$ cat config.mk
export PLATFORM = sky130hd
export DESIGN_NAME = bpqsf_ctrl
export DESIGN_NICKNAME = d
export VERILOG_FILES = /design/src/rtl/bpqsf_pkg.sv /design/src/rtl/bpqsf_ctrl.sv
export SDC_FILE = /design/constraint.sdc
export NUM_CORES = 1
export LEC_CHECK = 0
export ABC_CLOCK_PERIOD_IN_PS = 1600
export BUFFER_PORTS_ARGS = -buffer_cell sky130_fd_sc_hd__clkbuf_2
export CORE_AREA = 3 3 40 42
export DETAILED_ROUTE_END_ITERATION = 12
export DIE_AREA = 0 0 43 45
export SETUP_SLACK_MARGIN = 0.5
export SLEW_MARGIN = 20
export SYNTH_ARGS = -nofsm -noshare
export SYNTH_HDL_FRONTEND = slang
export SYNTH_SLANG_ARGS = --single-unit
$ cat constraint.sdc
create_clock -name clk -period 1.6 [get_ports clk]
set_input_delay 0.24 -clock clk [delete_from_list [all_inputs] [get_ports clk]]
set_output_delay 0.24 -clock clk [all_outputs]
set_load 0.05 [all_outputs]
$ cat src/rtl/bpqsf_pkg.sv
// bpqsf_pkg: types, register indexes and reset values for the quiet span finder
// used by the channel interfaces, the controller, the datapath and the top level
`default_nettype none

package bpqsf_pkg;

  localparam int SAMPLE_W   = 16;
  localparam int IDX_W      = 32;
  localparam int CFG_IDX_W  = 3;
  localparam int CFG_DATA_W = 31;

  // register indexes of the configuration port
  localparam logic [CFG_IDX_W-1:0] REG_BLOCK_LEN  = 3'd0;
  localparam logic [CFG_IDX_W-1:0] REG_THRESHOLD  = 3'd1;
  localparam logic [CFG_IDX_W-1:0] REG_MIN_CONSEC = 3'd2;
  localparam logic [CFG_IDX_W-1:0] REG_PAD        = 3'd3;
  localparam logic [CFG_IDX_W-1:0] REG_MIN_QUIET  = 3'd4;

  localparam logic [15:0] BLOCK_LEN_RST  = 16'd1000;
  localparam logic [30:0] THRESHOLD_RST  = 31'h4000_0000;
  localparam logic [15:0] MIN_CONSEC_RST = 16'd1;
  localparam logic [15:0] PAD_RST        = 16'd0;
  localparam logic [15:0] MIN_QUIET_RST  = 16'd1;

  typedef enum logic [3:0] {
    ST_IDLE,
    ST_MUL_LO,
    ST_MUL_HI,
    ST_MUL_MAG,
    ST_MUL_CNT,
    ST_MUL_THR,
    ST_DIFF,
    ST_DECIDE,
    ST_LENCHK,
    ST_ROUTE,
    ST_TRAIL,
    ST_MUL_START,
    ST_MUL_END,
    ST_OUT,
    ST_CLEAR
  } state_t;

  // operand selection and destination of the shared multiplier
  typedef enum logic [2:0] {
    MOP_NONE,
    MOP_SQ_LO,
    MOP_SQ_HI,
    MOP_MAG,
    MOP_CNT,
    MOP_THR,
    MOP_START,
    MOP_END
  } mul_op_t;

  typedef struct packed {
    logic    acc;
    mul_op_t mop;
    logic    diff;
    logic    decide;
    logic    lenchk;
    logic    trail;
    logic    load;
    logic    clear;
  } cmd_t;

  typedef struct packed {
    logic blk_end;
    logic in_last;
    logic last;
    logic trail;
    logic emit;
  } status_t;

endpackage

`default_nettype wire

$ cat src/rtl/bpqsf_ctrl.sv
// bpqsf_ctrl: sequencer for block-end evaluation, span reporting and end-of-signal clear
// depends on bpqsf_pkg; drives the datapath by cmd_t and reads status_t
`default_nettype none

module bpqsf_ctrl (
  input  wire                  clk,
  input  wire                  rst_n,
  input  wire                  in_valid,
  output logic                 in_ready,
  output logic                 out_valid,
  input  wire                  out_ready,
  input  bpqsf_pkg::status_t   st,
  output bpqsf_pkg::cmd_t      cmd
);

  bpqsf_pkg::state_t state_r, state_nxt;
  logic              out_valid_r;
  logic              load_ok;

  assign load_ok   = !out_valid_r || out_ready;
  assign in_ready  = (state_r == bpqsf_pkg::ST_IDLE);
  assign out_valid = out_valid_r;

  always_ff @(posedge clk) begin
    if (!rst_n) begin
      state_r     <= bpqsf_pkg::ST_IDLE;
      out_valid_r <= 1'b0;
    end else begin
      state_r <= state_nxt;
      if (cmd.load) begin
        out_valid_r <= 1'b1;
      end else if (out_ready) begin
        out_valid_r <= 1'b0;
      end
    end
  end

  always_comb begin
    state_nxt = state_r;
    cmd       = '0;
    unique case (state_r)
      bpqsf_pkg::ST_IDLE: begin
        if (in_valid) begin
          cmd.acc = 1'b1;
          if (st.blk_end) begin
            state_nxt = bpqsf_pkg::ST_MUL_LO;
          end else if (st.in_last) begin
            state_nxt = bpqsf_pkg::ST_TRAIL;
          end
        end
      end
      bpqsf_pkg::ST_MUL_LO: begin
        cmd.mop   = bpqsf_pkg::MOP_SQ_LO;
        state_nxt = bpqsf_pkg::ST_MUL_HI;
      end
      bpqsf_pkg::ST_MUL_HI: begin
        cmd.mop   = bpqsf_pkg::MOP_SQ_HI;
        state_nxt = bpqsf_pkg::ST_MUL_MAG;
      end
      bpqsf_pkg::ST_MUL_MAG: begin
        cmd.mop   = bpqsf_pkg::MOP_MAG;
        state_nxt = bpqsf_pkg::ST_MUL_CNT;
      end
      bpqsf_pkg::ST_MUL_CNT: begin
        cmd.mop   = bpqsf_pkg::MOP_CNT;
        state_nxt = bpqsf_pkg::ST_MUL_THR;
      end
      bpqsf_pkg::ST_MUL_THR: begin
        cmd.mop   = bpqsf_pkg::MOP_THR;
        state_nxt = bpqsf_pkg::ST_DIFF;
      end
      bpqsf_pkg::ST_DIFF: begin
        cmd.diff  = 1'b1;
        state_nxt = bpqsf_pkg::ST_DECIDE;
      end
      bpqsf_pkg::ST_DECIDE: begin
        cmd.decide = 1'b1;
        state_nxt  = bpqsf_pkg::ST_LENCHK;
      end
      bpqsf_pkg::ST_LENCHK: begin
        cmd.lenchk = 1'b1;
        state_nxt  = bpqsf_pkg::ST_ROUTE;
      end
      bpqsf_pkg::ST_ROUTE: begin
        priority if (st.emit) begin
          state_nxt = bpqsf_pkg::ST_MUL_START;
        end else if (st.last && !st.trail) begin
          state_nxt = bpqsf_pkg::ST_TRAIL;
        end else if (st.last) begin
          state_nxt = bpqsf_pkg::ST_CLEAR;
        end else begin
          state_nxt = bpqsf_pkg::ST_IDLE;
        end
      end
      bpqsf_pkg::ST_TRAIL: begin
        cmd.trail = 1'b1;
        state_nxt = bpqsf_pkg::ST_LENCHK;
      end
      bpqsf_pkg::ST_MUL_START: begin
        cmd.mop   = bpqsf_pkg::MOP_START;
        state_nxt = bpqsf_pkg::ST_MUL_END;
      end
      bpqsf_pkg::ST_MUL_END: begin
        cmd.mop   = bpqsf_pkg::MOP_END;
        state_nxt = bpqsf_pkg::ST_OUT;
      end
      bpqsf_pkg::ST_OUT: begin
        // wait for the output register to free up
        if (load_ok) begin
          cmd.load  = 1'b1;
          state_nxt = st.last ? bpqsf_pkg::ST_CLEAR : bpqsf_pkg::ST_IDLE;
        end
      end
      bpqsf_pkg::ST_CLEAR: begin
        cmd.clear = 1'b1;
        state_nxt = bpqsf_pkg::ST_IDLE;
      end
      default: begin
        state_nxt = bpqsf_pkg::ST_IDLE;
      end
    endcase
  end

endmodule

`default_nettype wire

### After elaboration in Yosys (flattened, before gate mapping)

Cells that the tools add are included.

* output and inout port bits: 12
* input bits: 9
* bits in registers: 5
* logic and storage cells: 47

* equality and inequality tests: 17
* reduce and logical (&&, ||, !) cells: 8
* multiplexer cells: 20

Operators with widths (count)
* 4-bit case mux with 13 select lines: 1
* 4-bit equality test, second input constant: 7
* 4-bit 2-to-1 mux: 7
* 3-bit case mux with 7 select lines: 1
* 4-bit by 3-bit equality test with 1-bit output, second input constant: 4
* 1-bit 2-to-1 mux: 11
* 4-bit by 2-bit equality test with 1-bit output, second input constant: 2
* 4-bit by 1-bit equality test with 1-bit output, second input constant: 1
* 4-bit logical NOT: 1
* 2-bit inequality test, second input constant: 2
* 3-bit by 1-bit inequality test with 1-bit output, second input constant: 1
* 3-bit AND reduction: 1
* 1-bit logical NOT: 2
* 2-bit nonzero test: 1
* 2-bit OR reduction: 1
* 1-bit logical AND: 1
* 1-bit logical OR: 1

### Logic depth before layout (Yosys ltp)

* word-level depth: 5
* gate-level depth with buffers: 6
* gate-level depth less buffers: 4

### Least setup slack after synthesis

No wires, ideal clock.

* path kind: register to output
* start: register state_r[2]
* end: output port cmd[3] (netlist name)
* stages on the path, launching flop included: 4
* arrival: 2.262 ns
* path slack: -0.902 ns
* required time: 1.360 ns
* path buffers: 2
* cells stage by stage: dfxtp_1 > buf_2 > buf_2 > nor4b_1

RTL lines
* start: declaration: RTL line bpqsf_ctrl.sv:16 `bpqsf_pkg::state_t state_r, state_nxt;`
* start signal: assignment: RTL line bpqsf_ctrl.sv:26 `state_r <= bpqsf_pkg::ST_IDLE;`
* start signal: assignment: RTL line bpqsf_ctrl.sv:29 `state_r <= state_nxt;`
* end: declaration: RTL line bpqsf_ctrl.sv:13 `output bpqsf_pkg::cmd_t cmd`

==> metrics.csv <==
stage;metric;value;unit
clocking;Hold Buf Count CTS;0;
hold_path;Hold Path Origin;rst_n;
drt;antenna viol nets, final;0;
worst_setup_path;R2R cell count;8;
synthesis;Distinct cells, synth;28;
sta;endpoints failing hold;0;
final_layout;fillers;69;
grt;first-pass GRT wire length;2.88;mm
place;Final HPWL DP;1.03;mm
die;core area;1280;um2
drt;# DRC;0;
worst_setup_path;Critical Path AT;1.29;ns
clocking;Clock Path Buffers;2;
synthesis;Post-Syn Instances;71;
sta;Final Max Tran Viols;0;
die;Die Span X;43;um
drt;routed vias;669;
hold_path;worst hold path depth;3;
synthesis;Post-synth ARST share;0;
synthesis;Syn Std Cell Area;490;um2
power;VDD IR max;0.00109;V
worst_setup_path;critical path peak fanout;8;
sta;RSZ-0062 raised after global routing;true;
place;dpl cells;111;
die;Placement Rows;13;
final_layout;most frequent cells in the layout;buf_4, buf_6, clkbuf_2, nand2_1, buf_8;
sta;Tmin final;1.53;ns
worst_setup_path;Largest stage delay, worst path;0.38;ns
place;Buffers on Ports;20;
drt;vias per cell;5.31;
synthesis;number of synthesis warnings;0;
worst_setup_path;CP endpoint kind;output pin;
die;Ports;21;
grt;GRT overflow;0;
hold_path;Hold EP;state_r[2]$_SDFFE_PN0P_;
worst_setup_path;WP data required;1.36;ns
die;Initial Util;0.382;
clocking;CTS root buf;clkbuf_4;
synthesis;EDFF count, synth;0;
worst_setup_path;CP startpoint kind;flop;
sta;Setup Total Neg Slack;0;ns
status;status;finished clean;
power;total power draw;0.00207;W
die;die height;45;um
clocking;H-tree levels;1;
final_layout;most common cell after layout, fill and taps aside;buf_4;
synthesis;Synth Register Bits;5;
sta;Max Clock Freq;655;MHz
clocking;clk_lat worst skew;0.25;ns
die;Die Area;1940;um2
clocking;TritonCTS clock tree;built;
drt;drt first pass iters;2;
final_layout;Multi-input gate area;488;um2
worst_setup_path;Critical Path Start;state_r[3]$_SDFFE_PN0P_;
sta;Slew headroom;0.681;
flow_run;max cap viols;0;
worst_setup_path;Cell Chain, Critical Path;buf_6 -> nand2b_1 -> a21oi_2 -> a21o_2 -> clkbuf_16;
sta;Least-Margin Pin Slew;0.473;ns
drt;Post-Route WL;1.90;mm
sta;Final Skew;0.00861;ns
worst_setup_path;Setup CP Type;reg2out;
worst_setup_path;Reg2Reg Capture Point;state_r[1]$_SDFFE_PN0P_;
grt;Tot GR Track Use;0.196;
final_layout;share of layout cells above drive strength 1;0.685;
final_layout;Util after Layout;0.860;
final_layout;Register Area;116;um2
clocking;TritonCTS sink count;5;
final_layout;# nets final;121;
final_layout;antenna cells;0;
synthesis;Mean Syn Cell Area;6.91;um2
power;pwr/cell area;1880;nW/um2
drt;DR WL/cell;15.1;um
sta;Final setup viols;0;
clocking;Clock Pin Slew Worst Setup and Hold Paths;0.05;ns
power;leakage;0.470;nW
grt;initial antenna violation count;0;
worst_setup_path;slowest cell on the critical path;dfxtp_4;
grt;vias in the first global route;678;
place;Routability Congestion;0.774;
sta;Final Cycle Share;0.954;
clocking;CTS buffer count;3;
hold_path;worst hold path type;in2reg;
synthesis;Mapped Nets;80;
worst_setup_path;worst r2r src;state_r[2]$_SDFFE_PN0P_;
worst_setup_path;flop-to-flop setup slack;0.20;ns
synthesis;top_reg_cell synth;dfxtp_1;
final_layout;Non-Filler Instances;126;
synthesis;post-synthesis sequential area ratio;0.204;
final_layout;Area Growth Syn to Fin;125;%
drt;DRT iter0 DRCs;8;
grt;pin count of the biggest net entering global routing;12;
[critical path: cells and delay by family (launching register included)]
kind	cells	cell delay, ns
AOI/OAI and AO/OA	2	0.24
buffers and inverters	2	0.31
and+or+nand+nor	1	0.12
DFF	1	0.38
[routing by layer]
metal / vias to the layer above / global-route usage / routed length [um]
met5: - / 0 / 0
met4: 0 / 0.0964 / 35
met3: 4 / 0.0478 / 86
met2: 21 / 0.323 / 977
met1: 308 / 0.239 / 801
li1: 336 / - / -
[sequential cells by signal, summed over array words and instances, names as in the netlist]
register and count:
out_valid 1, state_r 4
[kinds of logic (layout without fill, tap and decap cells)]
| family | count (synthesis) | in the layout | share of synthesized area |
|---|---|---|---|
| flip-flops | 5 | 5 | 0.204 |
| AO/OA/AOI/OAI | 21 | 21 | 0.276 |
| buffers and inverters | 8 | 48 | 0.105 |
| AND/OR/NAND/NOR | 37 | 37 | 0.416 |
[repair_timing]
action                                  4_1_cts  5_1_grt
gates resized for setup                      45       24
buffers inserted                              7        4
endpoints found under the setup margin       16       15
pin swaps                                    12        6
[per-stage QoR]
step	setup WS [ns]	hold WS, ns	area, um2
final	0.0738	0.327	1100
after global routing	0.0119	0.339	1100
after CTS	0.0564	0.291	1000
after detailed placement	0.0844	0.535	743
after global placement	0.0837	0.523	743
after floorplan	-0.106	0.371	603
[how the worst max path moves through the flow]
stage                   to  slack, ns  cells after the start
CTS                 cmd[6]       0.06                      5
global route        cmd[7]       0.01                      4
finish              cmd[6]       0.07                      5
global placement    cmd[6]       0.08                      5
floorplan           cmd[9]      -0.11                      3
detailed placement  cmd[9]       0.08                      4
[cells in the mapped netlist (2+ instances only)]
library cell  instances  area [um2]
a21oi_1               3        15.0
nand2_1              10        37.5
o211ai_1              3        22.5
o22ai_1               2        12.5
nor4_2                2        25.0
o21ai_0               3        15.0
o21ai_1               3        15.0
nand3_1               2        10.0
nor3_1                2        10.0
dfxtp_1               5         100
nor2b_1               2        12.5
nand2b_1              5        31.3
buf_6                 2        22.5
nor2_1                9        33.8
buf_2                 5        25.0
[layout make-up]
| class | count | share of cell area |
|---|---|---|
| Tap cell | 15 | 0.0170 |
| Clock buffer | 4 | 0.0238 |
| Multi-Input combinational cell | 58 | 0.442 |
| Sequential cell | 5 | 0.105 |
| Inverter | 1 | 0.00340 |
| Timing Repair Buffer | 43 | 0.409 |
[power breakdown]
group / total (W) / internal (W) / switching [W]
Combinational: 0.00166 / 0.000880 / 0.000779
Sequential: 0.000266 / 0.000177 / 0.0000884
Clock: 0.000147 / 0.0000944 / 0.0000526
Total: 0.00207 / 0.00115 / 0.000920
Power figures use the tool's default switching activity.
